[src/rtl/core/nsm_pkg.sv]
// ----------------------------------------------------------------------------
// N-gram suffix match drafter package
// Shared constants, codes and types of the suffix match drafter.
// ----------------------------------------------------------------------------
package nsm_pkg;

  localparam int HISTORY_DEPTH = 4096;
  localparam int MAX_NGRAM     = 8;
  localparam int TOKEN_BITS    = 18;

  localparam int POS_BITS      = 12;
  localparam int LEN_BITS      = 4;
  localparam int CFG_IDX_BITS  = 2;
  localparam int CFG_DATA_BITS = 18;
  localparam int ADDR_BITS     = $clog2(HISTORY_DEPTH);
  localparam int WIN_SIZE      = MAX_NGRAM + 1;
  localparam int LDC_BITS      = $clog2(MAX_NGRAM + 1);
  localparam int SUF_IDX_BITS  = $clog2(MAX_NGRAM);

  typedef logic [TOKEN_BITS-1:0] tok_t;
  typedef logic [ADDR_BITS-1:0]  addr_t;
  typedef logic [LEN_BITS-1:0]   len_t;

  localparam logic [CFG_IDX_BITS-1:0] CFG_MIN_MATCH = 2'd0;
  localparam logic [CFG_IDX_BITS-1:0] CFG_MAX_MATCH = 2'd1;
  localparam logic [CFG_IDX_BITS-1:0] CFG_END_TOKEN = 2'd2;

  localparam len_t MIN_MATCH_RST = 4'd3;
  localparam len_t MAX_MATCH_RST = 4'd8;
  localparam tok_t END_TOKEN_RST = 18'd2;

  typedef struct packed {
    logic  en;
    logic  we;
    addr_t addr;
    tok_t  wdata;
  } ram_req_t;

  typedef struct packed {
    logic clear;
    logic shift;
    logic load;
  } win_ctl_t;

  typedef struct packed {
    logic                 empty;
    logic [MAX_NGRAM:1]   found;
    tok_t [MAX_NGRAM:1]   draft;
  } win_res_t;

endpackage

[src/rtl/core/nsm_ctrl.sv]
// ----------------------------------------------------------------------------
// Drafter sequencer
// Holds the configuration, writes the new token, sweeps the history
// addresses downward and picks the longest qualifying match.
// ----------------------------------------------------------------------------
module nsm_ctrl (
  input  logic                                 clk_i,
  input  logic                                 rst_ni,
  input  logic                                 in_valid_i,
  output logic                                 in_ready_o,
  input  logic [nsm_pkg::POS_BITS-1:0]         position_i,
  input  nsm_pkg::tok_t                        token_i,
  input  logic                                 cfg_valid_i,
  output logic                                 cfg_ready_o,
  input  logic [nsm_pkg::CFG_IDX_BITS-1:0]     cfg_index_i,
  input  logic [nsm_pkg::CFG_DATA_BITS-1:0]    cfg_data_i,
  output logic                                 out_valid_o,
  input  logic                                 out_ready_i,
  output logic                                 found_o,
  output nsm_pkg::tok_t                        draft_token_o,
  output nsm_pkg::len_t                        match_length_o,
  output logic                                 is_end_o,
  output nsm_pkg::ram_req_t                    ram_req_o,
  output nsm_pkg::win_ctl_t                    win_ctl_o,
  input  nsm_pkg::win_res_t                    win_res_i
);
  import nsm_pkg::*;

  typedef enum logic [3:0] {
    ST_IDLE   = 4'b0001,
    ST_WRITE  = 4'b0010,
    ST_SCAN   = 4'b0100,
    ST_FINISH = 4'b1000
  } state_e;

  state_e state_q, state_d;
  addr_t  pos_q;
  tok_t   tok_q;
  len_t   lo_q, hi_q;
  len_t   lo_d, hi_d;
  addr_t  addr_q;
  logic   rd_done_q, dvalid_q;
  len_t   min_q, max_q;
  tok_t   end_q;
  logic   out_valid_q;
  logic   found_q, is_end_q;
  tok_t   draft_q;
  len_t   mlen_q;

  logic   in_acc, rd_issue, scan, scan_end, out_free, out_load;
  logic   sel_found;
  len_t   sel_len;
  tok_t   sel_tok;

  assign in_ready_o  = (state_q == ST_IDLE);
  assign cfg_ready_o = 1'b1;
  assign in_acc      = in_valid_i && in_ready_o;
  assign scan        = (state_q == ST_SCAN);
  assign rd_issue    = scan && !rd_done_q;
  assign scan_end    = scan && rd_done_q && !dvalid_q && win_res_i.empty;
  assign out_free    = !out_valid_q || out_ready_i;
  assign out_load    = (state_q == ST_FINISH) && out_free;

  always_comb begin
    lo_d = (min_q == '0) ? LEN_BITS'(1) : min_q;
    hi_d = max_q;
    if (hi_d > LEN_BITS'(MAX_NGRAM)) begin
      hi_d = LEN_BITS'(MAX_NGRAM);
    end
    if (POS_BITS'(hi_d) > position_i) begin
      hi_d = position_i[LEN_BITS-1:0];
    end
  end

  always_comb begin
    ram_req_o.en    = (state_q == ST_WRITE) || rd_issue;
    ram_req_o.we    = (state_q == ST_WRITE);
    ram_req_o.addr  = (state_q == ST_WRITE) ? pos_q : addr_q;
    ram_req_o.wdata = tok_q;
    win_ctl_o.clear = in_acc;
    win_ctl_o.shift = scan && (dvalid_q || rd_done_q);
    win_ctl_o.load  = dvalid_q;
  end

  // The highest qualifying length wins.
  always_comb begin
    sel_found = 1'b0;
    sel_len   = '0;
    sel_tok   = '0;
    for (int n = 1; n <= MAX_NGRAM; n++) begin
      if (win_res_i.found[n] && (LEN_BITS'(n) >= lo_q) && (LEN_BITS'(n) <= hi_q)) begin
        sel_found = 1'b1;
        sel_len   = LEN_BITS'(n);
        sel_tok   = win_res_i.draft[n];
      end
    end
  end

  always_comb begin
    state_d = state_q;
    unique case (state_q)
      ST_IDLE: begin
        if (in_acc) state_d = ST_WRITE;
      end
      ST_WRITE: begin
        state_d = ST_SCAN;
      end
      ST_SCAN: begin
        if (scan_end) state_d = ST_FINISH;
      end
      ST_FINISH: begin
        if (out_free) state_d = ST_IDLE;
      end
      default: begin
        state_d = ST_IDLE;
      end
    endcase
  end

  always_ff @(posedge clk_i or negedge rst_ni) begin
    if (!rst_ni) begin
      state_q     <= ST_IDLE;
      rd_done_q   <= 1'b0;
      dvalid_q    <= 1'b0;
      out_valid_q <= 1'b0;
      min_q       <= MIN_MATCH_RST;
      max_q       <= MAX_MATCH_RST;
      end_q       <= END_TOKEN_RST;
    end else begin
      state_q  <= state_d;
      dvalid_q <= rd_issue;
      if (in_acc) begin
        rd_done_q <= 1'b0;
      end else if (rd_issue && (addr_q == '0)) begin
        rd_done_q <= 1'b1;
      end
      if (out_load) begin
        out_valid_q <= 1'b1;
      end else if (out_ready_i) begin
        out_valid_q <= 1'b0;
      end
      if (cfg_valid_i) begin
        case (cfg_index_i)
          CFG_MIN_MATCH: min_q <= cfg_data_i[LEN_BITS-1:0];
          CFG_MAX_MATCH: max_q <= cfg_data_i[LEN_BITS-1:0];
          CFG_END_TOKEN: end_q <= cfg_data_i[TOKEN_BITS-1:0];
          default: begin
          end
        endcase
      end
    end
  end

  always_ff @(posedge clk_i) begin
    if (in_acc) begin
      pos_q <= position_i[ADDR_BITS-1:0];
      tok_q <= token_i;
      lo_q  <= lo_d;
      hi_q  <= hi_d;
    end
    if (state_q == ST_WRITE) begin
      addr_q <= pos_q;
    end else if (rd_issue) begin
      addr_q <= addr_q - ADDR_BITS'(1);
    end
    if (out_load) begin
      found_q  <= sel_found;
      draft_q  <= sel_tok;
      mlen_q   <= sel_len;
      is_end_q <= sel_found && (sel_tok == end_q);
    end
  end

  assign out_valid_o    = out_valid_q;
  assign found_o        = found_q;
  assign draft_token_o  = draft_q;
  assign match_length_o = mlen_q;
  assign is_end_o       = is_end_q;

endmodule

[config.mk]
export PLATFORM = sky130hd
export DESIGN_NAME = nsm_ctrl
export DESIGN_NICKNAME = d
export VERILOG_FILES = /design/src/rtl/core/nsm_pkg.sv /design/src/rtl/core/nsm_ctrl.sv
export SDC_FILE = /design/constraint.sdc
export NUM_CORES = 1
export LEC_CHECK = 0
export ABC_AREA = 1
export BUFFER_PORTS_ARGS = -buffer_cell sky130_fd_sc_hd__buf_4
export CAP_MARGIN = 10
export CORE_ASPECT_RATIO = 2
export CORE_MARGIN = 5
export CORE_UTILIZATION = 45
export CTS_CLUSTER_SIZE = 24
export DETAILED_ROUTE_END_ITERATION = 7
export PLACE_DENSITY_LB_ADDON = 0.3
export RECOVER_POWER = 25
export REMOVE_ABC_BUFFERS = 1
export SYNTH_ARGS = -nofsm -noshare
export SYNTH_HDL_FRONTEND = slang
export SYNTH_SLANG_ARGS = --single-unit
[constraint.sdc]
create_clock -name clk_i -period 3.9 [get_ports clk_i]
set_input_delay 0.78 -clock clk_i [delete_from_list [all_inputs] [get_ports clk_i]]
set_output_delay 0.78 -clock clk_i [all_outputs]
set_load 0.05 [all_outputs]
Word-level counts from Yosys, hierarchy flattened
Cells that the tools add are included.
{"block": "classes", "n_div": 0, "n_shift": 0, "reduce_logical": 41, "muxes": 36, "n_eq_ne": 10, "mul": 0, "bitwise_logic": 0, "add_sub_neg": 1, "order_cmp": 18}
{"cell": "18-bit two-way mux", "count": 8}
{"cell": "4-bit two-way mux", "count": 11}
{"cell": "12-bit two-way mux", "count": 3}
{"cell": "1-bit logical AND", "count": 25}
{"cell": "18-bit equality test", "count": 1}
{"cell": "3-bit by 4-bit greater-or-equal comparator with 1-bit output, first input constant", "count": 4}
{"cell": "3-bit by 4-bit less-or-equal comparator with 1-bit output, first input constant", "count": 4}
{"cell": "4-bit case mux with 4 select lines", "count": 1}
{"cell": "1-bit two-way mux", "count": 13}
{"cell": "4-bit by 12-bit > comparator with 1-bit output", "count": 1}
{"cell": "12-bit logical NOT", "count": 1}
{"cell": "12-bit by 1-bit subtractor with 12-bit output, second input constant", "count": 1}
{"cell": "2-bit by 4-bit greater-or-equal comparator with 1-bit output, first input constant", "count": 2}
{"cell": "2-bit by 4-bit less-or-equal comparator with 1-bit output, first input constant", "count": 2}
{"cell": "2-bit AND reduction", "count": 3}
{"cell": "2-bit nonzero test", "count": 3}
{"cell": "4-bit by 1-bit equality test with 1-bit output, second input constant", "count": 1}
{"cell": "4-bit by 2-bit equality test with 1-bit output, second input constant", "count": 1}
{"cell": "4-bit by 3-bit equality test with 1-bit output, second input constant", "count": 1}
{"cell": "4-bit equality test, second input constant", "count": 1}
{"cell": "1-bit by 4-bit greater-or-equal comparator with 1-bit output, first input constant", "count": 1}
{"cell": "4-bit greater-or-equal comparator, first input constant", "count": 1}
{"cell": "4-bit > comparator, second input constant", "count": 1}
{"cell": "1-bit by 4-bit less-or-equal comparator with 1-bit output, first input constant", "count": 1}
{"cell": "10 further kinds", "count": 15}
{"block": "totals", "word_cells": 122, "n_memories": 0, "latchBits": 0, "mem_bits_rw": 0, "output_inout_bits": 62, "in_bits": 208, "mem_bits_ro": 0, "register_bits": 107}

Logic depth before layout (Yosys ltp)
{"block": "depth", "ltp_word": 13, "mapped_depth": 21, "ltp_nobuf": 20}

Worst setup path after synthesis
OpenSTA, ideal clock, no wires.
{"block": "synth_timing", "path_kind": "register -> output", "start": "reg state_q[0]", "end": "out win_ctl_o[2] in the netlist's numbering", "required_ns": 3.120, "t_arrival_ns": 4.088, "setup_slack_ns": -0.968, "stages_incl_launch_ff": 6, "n_path_buf": 1, "path_cell_list": "dfstp_2 -> inv_1 -> nor3_1 -> inv_1 -> nor2_1 -> buf_4"}
{"block": "synth_between", "elab_chain_len": 2}
{"element": "from (decl)", "line_no": "nsm_ctrl.sv:36", "source": "state_e state_q, state_d;"}
{"element": "from (signal assigned)", "line_no": "nsm_ctrl.sv:130", "source": "state_q <= state_d;"}
{"element": "4-bit by 1-bit equality test with 1-bit output", "line_no": "nsm_ctrl.sv:55", "source": "assign in_ready_o = (state_q == ST_IDLE);"}
{"element": "net in_ready_o", "line_no": "nsm_ctrl.sv:10", "source": "output logic in_ready_o,"}
{"element": "1-bit logical AND", "line_no": "nsm_ctrl.sv:57", "source": "assign in_acc = in_valid_i && in_ready_o;"}
{"element": "to (decl)", "line_no": "nsm_ctrl.sv:24", "source": "output nsm_pkg::win_ctl_t win_ctl_o,"}
The timed path passes the listed nets, and every way through them passes these cells.

==> metrics.cfg <==
[floorplan]
initial_core_util_pct = 45.3
row_count = 62
ios = 270
die-area_sq_mm = 0.0170
die_x_um = 94.8
core-area_sq_mm = 0.0143
die_y_um = 180

[cts]
clock_path_buffers = 2
post_cts_resized = 0
clk_latency_ps = 350
numCtsBuffers = 9
hold_buffers = 0
htree_num_levels = 3
cts_tree = built
clk_pin_slew_ps = 70
cts_setup_buffers = 0
clockRootBuffer = clkbuf_16
numClockSinks = 107

[final_layout]
layout_commonest_cell = nand2_1
layout.nets = 1321
final_cell_mix = nand2_1, buf_4, inv_1
post-route-util_pct = 62.1
n_antenna_cell = 0
drive_above_1_share_pct = 30.0
area_growth_pct = 37.1

[pwr]
p_leak_uw = 0.00445
sw_frac_of_total_pct = 44.0
p_clk_share_pct = 18.4
power_density_mw_per_mm2 = 546
power_uw = 4840
p_int_uw = 2710
p_sw_uw = 2130
pwr-share-seq_pct = 34.0
vdd_ir_drop_max_uv = 253
power_frac_comb_pct = 47.6

[logic_synthesis]
synth.area.top_cells = edfxtp_1, nand2_1, dfrtp_1
synth_edf_count = 74
yosysSeqAreaShare_pct = 47.2
async_flop_share_pct = 30.8
yosys_warnings = 0
yosys.area.top_type = edfxtp_1
synth_seq_cells = 107
synth_top_area_share_pct = 34.4
syn_inst = 853
avgSynthCellArea_sq_um = 7.58
syn_area_sq_mm = 0.00647
ys.flop_type = edfxtp_1
synth_cell_type_count = 41

[critical_path]
path_buf_inv = 3
crit_required_ps = 3120
crit_family = buffers and inverters
ff2ff_path_depth = 15
cp.depth = 6
path_cells = nor2_1 -> inv_1 -> nor3_1 -> inv_1 -> o21ai_0 -> buf_4
path_class = reg -> out
end_kind = output pin
cp_slowest_cell = o21ai_0
slowest_delay_ps = 530
worstPathMaxFanout = 4
arrival_ps = 2290
critPathLaunchType = register
crit_top_cell = inv_1

[drt]
wl_um = 22300
antenna_left = 0
drc_errors = 0
drt_iter0_markers = 245
via_per_inst = 4.99
routed-via-count = 6510
firstDrtPassIters = 5
routedWlPerCell_um = 17.1

[global_route]
gr-total-overflow = 0
antenna_found_initial = 0
grt_pass1_wl_um = 34200
grt_pass1_vias = 6674
grtUsageTotal_pct = 26.4
grt_max_degree = 40

[timing]
hold_viol_final = 0
fmax_mhz = 326
finalSetupViolCount = 0
max_slew_margin_pct = -34.8
final.setup_skew_ps = 9.34
hold_ws_ps = 490
final-max-slew-violation-count = 34
setup_ws_ps = 828
worst_pin_slew_ps = 2020
period_needed_ps = 3070
rsz0062_at_grt = false
period_share_pct = 78.8

[placed_design]
routabilityCongestion = 0.951
pre_cts_ws_ps = 839
dp_hpwl_um = 18100
io_buffers = 268

[status]
status = complete, but fails checks
violations = capacitance limit, slew limit

[min_path]
hp-class = reg -> reg
holdPathStages = 0

[job]
maxCapViolations = 1

-- Yosys cell counts, types with 15 or more instances --
master	n
o21ai_0	56
edfxtp_1	74
dfrtp_1	28
nand3_1	46
inv_1	98
nor2_1	77
a21oi_1	46
nand2_1	285
clkbuf_1	15
nor3_1	15
-- flip-flops by register name, indices dropped and copies added (netlist names) --
signal and flops:
addr_q 12, draft_token_o 18, dvalid_q 1, end_q 18, found_o 1, hi_q 4
is_end_o 1, lo_q 4, match_length_o 4, max_q 4, min_q 4, out_valid_o 1
pos_q 12, rd_done_q 1, state_q 4, tok_q 18
-- layer usage --
layer  global-route usage (%)  part of all wire (%)
met1                     26.1                    32
met3                     5.15                   6.7
met4                     11.2                   4.4
met5                        0                     0
met2                     51.0                    57
-- layout make-up --
| type | count | area (sq um) |
|---|---|---|
| flip-flops and latches | 107 | 3050 |
| repair buffers | 278 | 2050 |
| fillers | 1391 | 5400 |
| multi-input cells | 600 | 2820 |
| clock inverters | 6 | 53.8 |
| inverters | 112 | 420 |
| well taps | 192 | 240 |
| clock buffers | 10 | 229 |
-- path summary, 6_finish.rpt --
| path | from | to | slack, ps |
|---|---|---|---|
| setup / recovery | state_q[1]$_DFFE_PN0P_ | ram_req_o[31] | 830 |
| hold / removal | min_q[2]$_DFFE_PN0P_ | lo_q[2]$_SDFFCE_PN0P_ | 490 |
| setup reg to reg | hi_q[1]$_DFFE_PP_ | is_end_o$_DFFE_PP_ | 1050 |
| hold reg to reg | min_q[2]$_DFFE_PN0P_ | lo_q[2]$_SDFFCE_PN0P_ | 490 |
| max in group asynchronous | rst_ni | out_valid_o$_DFFE_PN0P_ | 1740 |
| min in group asynchronous | rst_ni | end_q[10]$_DFFE_PN0P_ | 980 |
-- metrics by stage --
step                      instances  area, sq um  setup TNS, ps
after CTS                      1305         8910              0
after global placement         1289         8630              0
after floorplan                 819         6280         -60030
after global routing           1305         8870              0
after detailed placement       1289         8630              0
final                          1305         8870              0
-- logic make-up after synthesis --
kind of cell,after synthesis,share of synthesized area (%)
buffers and inverters,146,9.40
other,1,0.0580
flip-flops,107,47.2
XOR/XNOR,3,0.406
AND/OR/NAND/NOR,468,31.3
adder cells (fa/ha/maj),5,0.967
AO/OA/AOI/OAI,117,9.65
multiplexers,6,1.04
-- power by group through the flow --
stage	clock network (uW)	logic, uW	registers (uW)
after floorplan	0	1370	1810
after global placement	0	2280	1660
after detailed placement	0	2320	1670
after CTS	909	2320	1650
after global routing	952	2540	1670
final	890	2300	1640
Power figures use the tool's default switching activity.
