===== config.mk =====
export PLATFORM = sky130hd
export DESIGN_NAME = nsm_match
export DESIGN_NICKNAME = d
export VERILOG_FILES = /design/src/rtl/core/nsm_pkg.sv /design/src/rtl/core/nsm_match.sv
export SDC_FILE = /design/constraint.sdc
export NUM_CORES = 1
export LEC_CHECK = 0
export BUFFER_PORTS_ARGS = -buffer_cell sky130_fd_sc_hd__buf_2
export CORE_ASPECT_RATIO = 0.9
export CORE_MARGIN = 2
export CORE_UTILIZATION = 54
export CTS_CLUSTER_DIAMETER = 30
export CTS_CLUSTER_SIZE = 16
export DETAILED_ROUTE_END_ITERATION = 6
export PLACE_DENSITY = 0.81
export SETUP_SLACK_MARGIN = 0.1
export SYNTH_ARGS = -nofsm -noshare
export SYNTH_HDL_FRONTEND = slang
export SYNTH_SLANG_ARGS = --single-unit

===== constraint.sdc =====
create_clock -name clk_i -period 3.7 [get_ports clk_i]
set_input_delay 0.555 -clock clk_i [delete_from_list [all_inputs] [get_ports clk_i]]
set_output_delay 0.555 -clock clk_i [all_outputs]
set_load 0.01 [all_outputs]

===== src/rtl/core/nsm_pkg.sv =====
// ----------------------------------------------------------------------------
// N-gram suffix match drafter package
// Shared constants, codes and types of the suffix match drafter.
// ----------------------------------------------------------------------------
package nsm_pkg;

  localparam int HISTORY_DEPTH = 4096;
  localparam int MAX_NGRAM     = 8;
  localparam int TOKEN_BITS    = 18;

  localparam int POS_BITS      = 12;
  localparam int LEN_BITS      = 4;
  localparam int CFG_IDX_BITS  = 2;
  localparam int CFG_DATA_BITS = 18;
  localparam int ADDR_BITS     = $clog2(HISTORY_DEPTH);
  localparam int WIN_SIZE      = MAX_NGRAM + 1;
  localparam int LDC_BITS      = $clog2(MAX_NGRAM + 1);
  localparam int SUF_IDX_BITS  = $clog2(MAX_NGRAM);

  typedef logic [TOKEN_BITS-1:0] tok_t;
  typedef logic [ADDR_BITS-1:0]  addr_t;
  typedef logic [LEN_BITS-1:0]   len_t;

  localparam logic [CFG_IDX_BITS-1:0] CFG_MIN_MATCH = 2'd0;
  localparam logic [CFG_IDX_BITS-1:0] CFG_MAX_MATCH = 2'd1;
  localparam logic [CFG_IDX_BITS-1:0] CFG_END_TOKEN = 2'd2;

  localparam len_t MIN_MATCH_RST = 4'd3;
  localparam len_t MAX_MATCH_RST = 4'd8;
  localparam tok_t END_TOKEN_RST = 18'd2;

  typedef struct packed {
    logic  en;
    logic  we;
    addr_t addr;
    tok_t  wdata;
  } ram_req_t;

  typedef struct packed {
    logic clear;
    logic shift;
    logic load;
  } win_ctl_t;

  typedef struct packed {
    logic                 empty;
    logic [MAX_NGRAM:1]   found;
    tok_t [MAX_NGRAM:1]   draft;
  } win_res_t;

endpackage


===== src/rtl/core/nsm_match.sv =====
// ----------------------------------------------------------------------------
// Suffix window comparator
// Slides a window down the history and records, for every match length,
// the token after the most recent occurrence of the current suffix.
// ----------------------------------------------------------------------------
module nsm_match (
  input  logic              clk_i,
  input  logic              rst_ni,
  input  nsm_pkg::win_ctl_t ctl_i,
  input  nsm_pkg::tok_t     rdata_i,
  output nsm_pkg::win_res_t res_o
);
  import nsm_pkg::*;

  tok_t                win_q [WIN_SIZE];
  logic [WIN_SIZE-1:0] vld_q;
  tok_t                suf_q [MAX_NGRAM];
  logic [LDC_BITS-1:0] ld_cnt_q;
  logic [MAX_NGRAM:1]  fnd_q;
  tok_t                drf_q [1:MAX_NGRAM];

  logic [MAX_NGRAM-1:0] eq;
  logic [MAX_NGRAM:1]   hit;
  logic                 run;
  logic                 suf_we;

  assign suf_we = ctl_i.load && (ld_cnt_q < LDC_BITS'(MAX_NGRAM));

  // Entry k+1 of the window is compared with suffix token k.
  always_comb begin
    run = vld_q[0];
    for (int k = 0; k < MAX_NGRAM; k++) begin
      eq[k] = (win_q[k+1] == suf_q[k]);
    end
    for (int n = 1; n <= MAX_NGRAM; n++) begin
      run    = run & eq[n-1];
      hit[n] = run & vld_q[n];
    end
  end

  always_ff @(posedge clk_i or negedge rst_ni) begin
    if (!rst_ni) begin
      vld_q    <= '0;
      ld_cnt_q <= '0;
      fnd_q    <= '0;
    end else if (ctl_i.clear) begin
      vld_q    <= '0;
      ld_cnt_q <= '0;
      fnd_q    <= '0;
    end else begin
      if (ctl_i.shift) begin
        vld_q <= {ctl_i.load, vld_q[WIN_SIZE-1:1]};
      end
      if (suf_we) begin
        ld_cnt_q <= ld_cnt_q + LDC_BITS'(1);
      end
      fnd_q <= fnd_q | hit;
    end
  end

  always_ff @(posedge clk_i) begin
    if (ctl_i.shift) begin
      for (int j = 0; j < WIN_SIZE - 1; j++) begin
        win_q[j] <= win_q[j+1];
      end
      win_q[WIN_SIZE-1] <= rdata_i;
    end
    if (suf_we) begin
      suf_q[ld_cnt_q[SUF_IDX_BITS-1:0]] <= rdata_i;
    end
    for (int n = 1; n <= MAX_NGRAM; n++) begin
      if (hit[n] && !fnd_q[n]) begin
        drf_q[n] <= win_q[0];
      end
    end
  end

  always_comb begin
    res_o.empty = ~|vld_q;
    res_o.found = fnd_q;
    for (int n = 1; n <= MAX_NGRAM; n++) begin
      res_o.draft[n] = drf_q[n];
    end
  end

endmodule


### Yosys cells after proc, flatten, opt, wreduce, memory -nomap -nowiden

Memories as Yosys holds them, arrays and structs flattened.
Cells that the tools add are included.
W data, S select, Z words.

| storage, ports and cells | value |
|---|---|
| logic and storage cells | 79 |
| register bits | 21 |
| output and inout port bits | 153 |
| bits of input ports | 23 |
| memories | 3 |
| RAM bits | 450 |

| cells by class | value |
|---|---|
| $add $sub $neg | 1 |
| reductions and logical operators | 21 |
| order comparisons | 1 |
| muxes and demuxes | 25 |
| eq/ne operators | 8 |
| bitwise operators | 17 |

Memory list:

| memory | words | bits a word | rd ports | clocked after memory_dff | write ports | RTL line | source |
|---|---|---|---|---|---|---|---|
| win_q | 9 | 18 | 9 | 0 | 9 | nsm_match.sv:15 | `tok_t win_q [WIN_SIZE];` |
| drf_q | 8 | 18 | 8 | 0 | 8 | nsm_match.sv:20 | `tok_t drf_q [1:MAX_NGRAM];` |
| suf_q | 8 | 18 | 8 | 0 | 1 | nsm_match.sv:17 | `tok_t suf_q [MAX_NGRAM];` |

Operator list:

| kind | number |
|---|---|
| $eq A18 B18 Y1 | 8 |
| $mux W1 | 20 |
| $mux W9 | 2 |
| $and A1 B1 Y1 | 16 |
| $logic_and A1 B1 Y1 | 9 |
| $logic_not A1 Y1 | 9 |
| $reduce_or A9 Y1 | 1 |
| $mux W4 | 2 |
| $mux W8 | 1 |
| $or A8 B8 Y8 | 1 |
| $add A4 B1 Y4 const B | 1 |
| $lt A4 B4 Y1 const B | 1 |
| $reduce_bool A2 Y1 | 2 |

### Depth between registers and ports, before layout

Gate-level depths: netlist of the first run.

| logic depth | value |
|---|---|
| depth after elaboration | 13 |
| gate-level depth with buffers | 7 |
| mapped depth without buffers | 6 |

### Worst setup path before layout of the first run

Ideal clock, no wire load.

| timing path | value |
|---|---|
| kind | reg-to-reg |
| start point | memory suf_q[2][14] in the netlist's numbering |
| end point | register drf_q[0][100] (netlist name) |
| required time | 3.310 ns |
| arrival | 2.330 ns |
| clock period less this slack | 2.720 ns |
| setup time | 0.390 ns |
| setup slack | 0.980 ns |
| buffers on the path | 0 |
| stages on the path, launching flop included | 7 |
| cell sequence | edfxtp_1 -> xor2_1 -> nor4_1 -> nand3_1 -> nor4_4 -> nand3_2 -> nor3b_2 |

RTL lines:

| item | RTL line |
|---|---|
| start, declared | nsm_match.sv:17 |

==> results.ini, run 1 <==
[cells_and_area]
final_common_cell=edfxtp_1
area_delta_synth_final_pct=26.0
fin_nets=1071
n_fill_cell=1633
drive_gt1_frac=0.303
antenna_cells=0
fin_cells=1512
final_cell_mix=edfxtp_1, buf_2, xnor2_1, clkbuf_16, xor2_1
finalInstanceArea_mm2=0.0206
finish.utilization=0.690

[floorplanning]
die_w_um=187
coreArea_mm2=0.0298
initial_core_util=0.547
dieArea_mm2=0.0316
die_h_um=169
rows=60
io_pins=176

[cts]
clkLatencyLatePin_ns=0.60
clk_pin_slew_ns=0.05
numCtsBuffers=75
cts_tree=yes
clockBufferDepth=3
clock-sinks=471
htree_levels=3
root_buffer=clkbuf_16

[detailed_routing]
wirelength_um=35100
drtAntennaViolNets=0
drtIter0Drc=920
highest_layer=met4
vias_per_cell=5.53
drt_pass1_iterations=6
met3_wirelength_um=2890
drt-met1-wl_um=13100
drc=0
wl_per_cell_um=23.2
dr_wl_met2_um=18100
vias=8354

[sta]
setup_ws_ns=0.818
hold_violations=0
drv_slew=0
finalClockSkew_ns=0.0397
fmax_mhz=347
period_share=0.779
worst_pin_slew_ns=0.853
tns_ns=0
rsz0062_at_grt=false
setup_viol=0
max_slew_margin=0.431
whs_ns=0.251
post-route-min-period_ns=2.88

[yosys]
synth.net_count=803
synth_area_mm2=0.0163
synth_area_per_cell_um2=20.9
yosysUniqueCellTypes=34
yosysWarnings=0
ys_ff_latch=471
synthCells=779
ys_seq_area_frac=0.861

[power]
power_mw=13.7
powerDensity_mw_per_mm2=666
vdd_drop_max_uv=449
p_leak_nw=7.30

[placement]
placed_area_mm2=0.0179
gp_congestion=0.848
io_buffers=175
dp_slack_ns=0.851
place_inst=1372
dpl.hpwl_um=20700

[global_route]
grt_pass1_wl_um=52800
grt_pass1_vias=8716
grt_usage=0.225
antenna_found_initial=0
overflow=0
grt_max_degree=81

[worst_hold_path]
min_path_cells=3
hp-class=in2reg
hp-start=ctl_i[0]
holdPathEnd=vld_q[8]

[worst_setup_path]
crit_path_start_kind=flip-flop
crit_chain=xor2_1 -> nor4_1 -> nand3_1 -> nor4_4 -> nand4_2 -> nor3_4 -> buf_4
worst_ep_required_time_ns=3.96
arrival_ns=3.14
worst_r2r_path_depth=7
slowest_stage=nor4_1
timing.rr.end=drf_q[0][125]
slowest_delay_ns=0.54
cpLargestDelayFamily=simple AND/OR/NAND/NOR gates
cp-end-kind=flip-flop
rr_startpoint=suf_q[3][10]
worst-path-buf-inv=1
crit_cells=7
crit_type=reg2reg
cp_max_fo=18
reg2reg_slack_ns=0.82

[run]
maxCapViolCount=0

[status]
outcome=finished, final reports clean

-- metal layers --
layer / global-route usage / up-vias
met2: 0.392 / 525
met5: 0 / -
met4: 0.0873 / 0
met3: 0.0508 / 89
met1: 0.278 / 4158
li1: - / 3582
-- worst max path at each step --
stage	startpoint	end	slack, ns
6_report	suf_q[3][10]	drf_q[0][125]	0.82
5_1_grt	win_q[0][98]	drf_q[0][142]	0.59
4_1_cts	win_q[0][98]	drf_q[0][103]	0.82
3_5_place_dp	win_q[0][65]	drf_q[0][125]	0.85
3_3_place_gp	win_q[0][65]	drf_q[0][124]	0.95
2_1_floorplan	suf_q[2][14]	drf_q[0][100]	0.98
-- logic make-up (layout without fill, tap and decap cells) --
| logic type | count (synthesis) | count (layout) | synth area share |
|---|---|---|---|
| xor gates and xnor gates | 146 | 146 | 0.0784 |
| buffers and inverters | 9 | 339 | 0.00207 |
| adders and majority gates | 1 | 1 | 0.000767 |
| AOI/OAI and AO/OA | 8 | 8 | 0.00315 |
| muxes | 10 | 10 | 0.00614 |
| DFF | 471 | 471 | 0.861 |
| and+or+nand+nor | 134 | 134 | 0.0488 |
-- sequential cells by signal, summed over array words and instances, names as in the netlist --
register  cells
win_q       162
fnd_q         8
vld_q         9
drf_q       144
ld_cnt_q      4
suf_q       144
-- cell usage after synthesis (all sizes together) --
library cell	instances	area, um2
clkbuf	2	7.51
edfxtp	450	13500
and4	2	17.5
a31oi	1	6.26
nor2b	1	6.26
a21oi	3	15.0
ha	1	12.5
and3	3	18.8
dfrtp	21	526
inv	5	18.8
xor2	66	578
and4b	1	11.3
a41oi	2	17.5
nand4b	2	17.5
nand2b	3	18.8
nand2	9	33.8
nor4	24	180
nor2	31	116
nand3	12	65.1
o22ai	2	12.5
xnor2	80	701
and2	2	12.5
or4	1	7.51
buf	2	7.51
mux2i	10	100
nand4	29	188
nor3	11	75.1
nor3b	3	27.5
-- worst register-to-register path, stage by stage (launching register included) --
cell	delay, ns
edfxtp_1	0.40
xor2_1	0.19
nor4_1	0.54
nand3_1	0.24
nor4_4	0.40
nand4_2	0.26
nor3_4	0.22
buf_4	0.31
-- layout make-up --
type | count | area, um2 | area share
clock buffer | 78 | 1910 | 0.0929
clock inverter | 61 | 772 | 0.0376
inverter | 5 | 18.8 | 0.000913
multi-input combinational | 299 | 2270 | 0.110
sequential | 471 | 14000 | 0.683
tap | 403 | 504 | 0.0245
timing repair buffer | 195 | 1050 | 0.0509
-- where the power goes --
part	total, mW	switching (mW)	internal (mW)
sequential	6.15	0.123	6.03
clock	7.25	2.62	4.63
combinational	0.299	0.200	0.0994
-- repair_timing --
| item | in CTS | in global routing |
|---|---|---|
| gates resized for setup | 0 | 0 |
| hold buffers | 1 | 0 |
| setup buffers | 0 | 0 |
| endpoints found under the hold margin | 21 | 0 |
No activity file was read; power rests on OpenSTA's default activity.
==> run 2: changes to the inputs <==
Clock period 3.7 ns to 2.9 ns, I/O delays scaled along.
==> run 2 against run 1 <==
  * The flow now finishes with violations (antenna rules)
  * Die area stayed put
  * Power rose by 28%
  * Combinational power grew 31%
  * Core utilization rose by 0.58 points
  * Global-route usage rose by 0.48 points
  * Non-clock buffer count is 9 higher
  * Sequential share of layout area shrank 0.57 points
  * Register-to-register slack got worse by 0.64 ns
  * First-iteration DRC count fell by 16%
  * Critical path depth is the same
  * Maximum frequency up 6.0%
  * Clock power is 28% higher
==> results.ini, run 2 (synthesis gave the netlist of run 1 again) <==
[worst_setup_path]
crit_type=reg2reg
cp-end-kind=flip-flop
cp_max_fo=18  ; unchanged
worst_r2r_path_depth=7  ; unchanged
crit_path_start_kind=flip-flop
worst_ep_required_time_ns=3.19  ; -0.77 ns
arrival_ns=3.01  ; -0.13 ns

[run]
maxCapViolCount=0  ; unchanged

[sta]
setup_ws_ns=0.181  ; -0.637 ns
period_share=0.938  ; +0.159
rsz0062_at_grt=false
finalClockSkew_ns=0.0502  ; +0.0105 ns
hold_violations=0  ; unchanged
drv_slew=0  ; unchanged
worst_pin_slew_ns=0.707  ; -0.146 ns
tns_ns=0  ; unchanged
max_slew_margin=0.528  ; +0.0971
fmax_mhz=368  ; +6.0%
post-route-min-period_ns=2.72  ; -0.163 ns
setup_viol=0  ; unchanged

[cells_and_area]
n_fill_cell=1666  ; +2.0%
final_cell_mix=edfxtp_1, buf_2, xnor2_1, clkbuf_16, xor2_1
regArea_mm2=0.0140  ; unchanged
fin_cells=1519  ; +0.46%
multi_input_area_mm2=0.00230  ; +1.2%
regMostFlops=win_q
finish.utilization=0.696  ; +0.00579
fin_nets=1077  ; +0.56%
final_common_cell=edfxtp_1
drive_gt1_frac=0.310  ; +0.00666
area_delta_synth_final_pct=27.1
largest_register_ffs=162  ; unchanged

[floorplanning]
rows=60  ; unchanged
initial_core_util=0.547  ; unchanged
io_pins=176  ; unchanged
die_w_um=187  ; unchanged
die_h_um=169  ; unchanged
dieArea_mm2=0.0316  ; unchanged
coreArea_mm2=0.0298  ; unchanged

[detailed_routing]
drtIter0Drc=775  ; -16%
drc=0  ; unchanged
wirelength_um=35700  ; +1.8%
vias=8336  ; -0.22%
wl_per_cell_um=23.5  ; +1.3%
drt_pass1_iterations=5  ; -1
vias_per_cell=5.49  ; -0.68%
drtAntennaViolNets=1  ; +1

[status]
outcome=finished, violations left
violations=antenna rules

[worst_hold_path]
min_path_cells=3  ; unchanged
hp-class=in2reg

[power]
powerDensity_mw_per_mm2=845  ; +27%
p_leak_nw=7.35  ; +0.76%
vdd_drop_max_uv=593  ; +32%

[cts]
numCtsBuffers=72  ; -4.0%
cts_tree=yes
clock-sinks=471  ; unchanged
clk_pin_slew_ns=0.06  ; about the same
clockBufferDepth=3  ; unchanged
clkLatencyLatePin_ns=0.59  ; about the same
root_buffer=clkbuf_16
htree_levels=3  ; unchanged

[placement]
dpl.hpwl_um=20500  ; -0.69%
io_buffers=175  ; unchanged
place_inst=1379  ; +0.51%
gp_congestion=0.878  ; +3.6%
dp_slack_ns=0.167  ; -0.684 ns

[global_route]
grt_pass1_vias=8773  ; +0.65%
grt_pass1_wl_um=54100  ; +2.4%
antenna_found_initial=0  ; unchanged
overflow=0  ; unchanged
grt_max_degree=65  ; -20%
grt_usage=0.230  ; +0.00481

==> run 2: cell types whose count changed in the layout (fill, tap and decap cells not counted), sizes merged <==
| cell | delta |
|---|---|
| buf | +9 |
| bufinv | +3 |
| clkbuf | -2 |
| clkinv | -9 |
| clkinvlp | +1 |
| diode | +5 |
==> run 2: per-layer routing <==
layer / global-route usage / routed length (um)
met1: 0.290 / 13700
met2: 0.404 / 18500
met3: 0.0452 / 2490
met4: 0.0804 / 1010
met5: 0 / 0
==> run 2: final cells by class <==
class | count | area share
diodes | 5 | 0.000604
clock buffers | 76 | 0.0876
clock inverters | 56 | 0.0406
inverters | 5 | 0.000905
multi-input cells | 299 | 0.111
flip-flops and latches | 471 | 0.677
well taps | 403 | 0.0243
repair buffers | 204 | 0.0580
==> run 2: per-stage QoR <==
step | hold slack (ns) | instance area [um2] | total power, mW
4_1_cts | 0.140 | 20700 | 17.6
2_1_floorplan | 0.139 | 16300 | 8.10
3_5_place_dp | 0.410 | 18000 | 8.34
5_1_grt | 0.163 | 20700 | 17.9
6_report | 0.156 | 20700 | 17.5
3_3_place_gp | 0.411 | 18000 | 8.31
==> run 2: timing repair <==
item / in CTS / in global routing
pin swaps: 1 / 2
setup endpoints to repair: 72 / 36
hold buffers: 1 / 0
setup buffers: 2 / 0
hold endpoints to repair: 21 / 0
resized for setup: 0 / 4
==> run 2: power breakdown <==
part	total, mW	leakage (nW)	internal [mW]	switching (mW)
Combinational	0.391	1.60	0.134	0.257
Clock	9.29	1.27	5.95	3.33
Sequential	7.85	4.48	7.69	0.155
Total	17.5	7.35	13.8	3.74
==> run 2: critical path: stages (launching register included) <==
cell	delay, ns
edfxtp_1	0.40
xnor2_1	0.36
nand4_1	0.17
nor2_1	0.27
and4_1	0.44
nand3_2	0.23
nor3b_4	0.32
buf_12	0.21
==> run 2: final timing paths <==
kind                         startpoint           end  slack, ns
setup / recovery            suf_q[0][8]  drf_q[0][97]       0.18
hold / removal                 ctl_i[0]      vld_q[8]       0.16
setup reg to reg            suf_q[0][8]  drf_q[0][97]       0.18
hold reg to reg            win_q[0][19]   win_q[0][1]       0.44
max in group asynchronous        rst_ni   ld_cnt_q[1]       2.20
min in group asynchronous        rst_ni      vld_q[0]       0.35
==> run 3: changes to the inputs <==
Settings changed: ABC_AREA from default to 1, ABC_CLOCK_PERIOD_IN_PS from default to 2900.
==> run 3 against run 2 <==
  * The flow now finishes without violations
  * Power is 2.0% lower
  * Synthesized cell count is 33% higher
  * Core utilization is 1.5 points lower
  * Clock skew is 0.011 ns lower
  * Global-route usage is 1.6 points lower
  * Clock power is 3.9% lower
  * Highest routed layer unchanged
  * Synthesized area is 2.9% higher
  * Via count is 12% higher
  * Critical path type unchanged
  * Combinational power hardly changed
  * Clock-buffer cell count is 6 higher
  * Maximum frequency is 11% higher
==> results.ini, run 3 <==
[yosys]
netlist.area_leader.share=0.805  ; -0.0236
synthFlopType=edfxtp_1
synth_commonest_cells=edfxtp_1, nand2_1, inv_1
synth.net_count=1063  ; +32%
synth_most_common_cell=edfxtp_1
ys_seq_area_frac=0.836  ; -0.0245
yosysWarnings=0  ; unchanged
synth_area_leaders=edfxtp_1, nand2_1, dfrtp_1
yosysUniqueCellTypes=28  ; -18%
synth-edff-count=450  ; unchanged
synth_area_per_cell_um2=16.2  ; -23%
synth_area_mm2=0.0168  ; +2.9%
ys_ff_latch=471  ; unchanged
synthCells=1039  ; +33%
ys_async_sr_fraction=0.0446  ; unchanged
synth_top_cell_by_area=edfxtp_1

[run]
maxCapViolCount=0  ; unchanged

[floorplanning]
die_w_um=190  ; +1.4%
coreArea_mm2=0.0308  ; +3.2%
die_h_um=171  ; +1.4%
rows=61  ; +1.7%
dieArea_mm2=0.0325  ; +2.9%
initial_core_util=0.546  ; -0.00145
io_pins=176  ; unchanged

[cells_and_area]
drive_gt1_frac=0.251  ; -0.0584
regArea_mm2=0.0140  ; unchanged
final_cell_mix=edfxtp_1, buf_2, nand2_1, inv_1, nor2_1
finalInstanceArea_mm2=0.0209  ; +1.0%
fin_nets=1336  ; +24%
final_common_cell=edfxtp_1
n_fill_cell=1872  ; +12%
multi_input_area_mm2=0.00230  ; about the same
largest_register_ffs=162  ; unchanged
antenna_cells=0  ; -5
area_delta_synth_final_pct=24.7
regMostFlops=win_q

[sta]
drv_slew=0  ; unchanged
finalClockSkew_ns=0.0391  ; -0.0111 ns
setup_viol=0  ; unchanged
worst_pin_slew_ns=0.603  ; -0.104 ns
post-route-min-period_ns=2.45  ; -0.271 ns
fmax_mhz=408  ; +11%
max_slew_margin=0.598  ; +0.0695
tns_ns=0  ; unchanged
rsz0062_at_grt=false
hold_violations=0  ; unchanged
period_share=0.844  ; -0.0934

[power]
p_leak_nw=8.09  ; +10%
powerDensity_mw_per_mm2=820  ; -3.0%
vdd_drop_max_uv=653  ; +10%

[cts]
htree_levels=3  ; unchanged
clkLatencyLatePin_ns=0.59  ; about the same
clock-sinks=471  ; unchanged
root_buffer=clkbuf_16
cts_tree=yes
clockBufferDepth=3  ; unchanged
post_cts_buffers=0  ; -2
ctsResizeCount=0  ; unchanged
ctsHoldBuffers=1  ; unchanged
numCtsBuffers=76  ; +5.6%
clk_pin_slew_ns=0.06  ; about the same

[worst_setup_path]
worst_ep_required_time_ns=3.14  ; -0.05 ns
arrival_ns=2.69  ; -0.32 ns
cp-end-kind=flip-flop
crit_type=reg2reg
crit_path_start_kind=flip-flop
cp_max_fo=18  ; unchanged

[detailed_routing]
drt_pass1_iterations=6  ; +1
drc=0  ; unchanged
wirelength_um=34200  ; -4.2%
vias=9340  ; +12%
vias_per_cell=5.24  ; -4.5%
drtAntennaViolNets=0  ; -1
wl_per_cell_um=19.2  ; -18%
drtIter0Drc=850  ; +9.7%

[global_route]
overflow=0  ; unchanged
antenna_found_initial=1  ; +1
grt_usage=0.214  ; -0.0159
grt_max_degree=63  ; -3.1%
grt_pass1_vias=9535  ; +8.7%
grt_pass1_wl_um=52200  ; -3.6%

[status]
outcome=finished, final reports clean

[placement]
placed_area_mm2=0.0184  ; +1.9%
gp_congestion=0.919  ; +4.6%
dpl.hpwl_um=21400  ; +4.3%
io_buffers=175  ; unchanged

[worst_hold_path]
hp-class=in2reg

[run 3: area by class of cell]
| type | instances | area share |
|---|---|---|
| Clock buffer | 82 | 0.0929 |
| Timing Repair Buffer | 197 | 0.0507 |
| Sequential cell | 471 | 0.670 |
| Inverter | 122 | 0.0219 |
| Clock inverter | 57 | 0.0298 |
| Multi-Input combinational cell | 444 | 0.110 |
| Tap cell | 409 | 0.0244 |
[run 3: stage by stage]
stage | setup slack, ns | util | hold slack [ns] | total power [mW] | std cells
after floorplan | 0.447 | - | 0.139 | 8.11 | 1039
after global placement | 0.601 | 0.597 | 0.413 | 8.31 | 1642
after detailed placement | 0.587 | 0.597 | 0.433 | 8.34 | 1642
after CTS | 0.404 | 0.681 | 0.190 | 17.3 | 1782
after global routing | 0.299 | 0.681 | 0.216 | 17.7 | 1782
final | 0.452 | 0.681 | 0.204 | 17.2 | 1782
[run 3: cell families after synthesis]
family	after synthesis	synth area share
flops	471	0.836
simple gates	328	0.0824
buf+inv	124	0.0277
xor+xnor	75	0.0391
compound gates	40	0.0139
fa+ha+maj	1	0.000745
[run 3: layer usage]
layer  part of all wire  GRT usage
met1               0.40      0.267
met2               0.50      0.371
met3              0.070     0.0441
met4              0.027     0.0863
met5                  0          0
[run 3: power by group]
group          total, mW  internal, mW  switching [mW]
clock               8.93          5.67            3.26
sequential          7.84          7.69           0.153
combinational      0.388         0.124           0.264
[run 3: worst paths after layout]
| path | cells past startpoint | startpoint | endpoint | slack, ns |
|---|---|---|---|---|
| setup / recovery | 12 | win_q[0][24] | drf_q[0][140] | 0.45 |
| hold / removal | 1 | rdata_i[8] | win_q[0][152] | 0.20 |
| setup reg to reg | 12 | win_q[0][24] | drf_q[0][140] | 0.45 |
| hold reg to reg | 0 | win_q[0][114] | win_q[0][96] | 0.45 |
| max in group asynchronous | 2 | rst_ni | vld_q[2] | 2.11 |
| min in group asynchronous | 2 | rst_ni | fnd_q[4] | 0.40 |
[run 3: worst max-delay path: stages (launching register included)]
cell	delay (ns)
edfxtp_1	0.43
nor2_1	0.26
nor2_1	0.09
nor2_1	0.09
nand2_1	0.07
nor2_2	0.12
nand3_1	0.11
nor2_2	0.12
nand4_1	0.10
nor2_2	0.18
nand3_1	0.14
nor2_2	0.10
buf_4	0.29
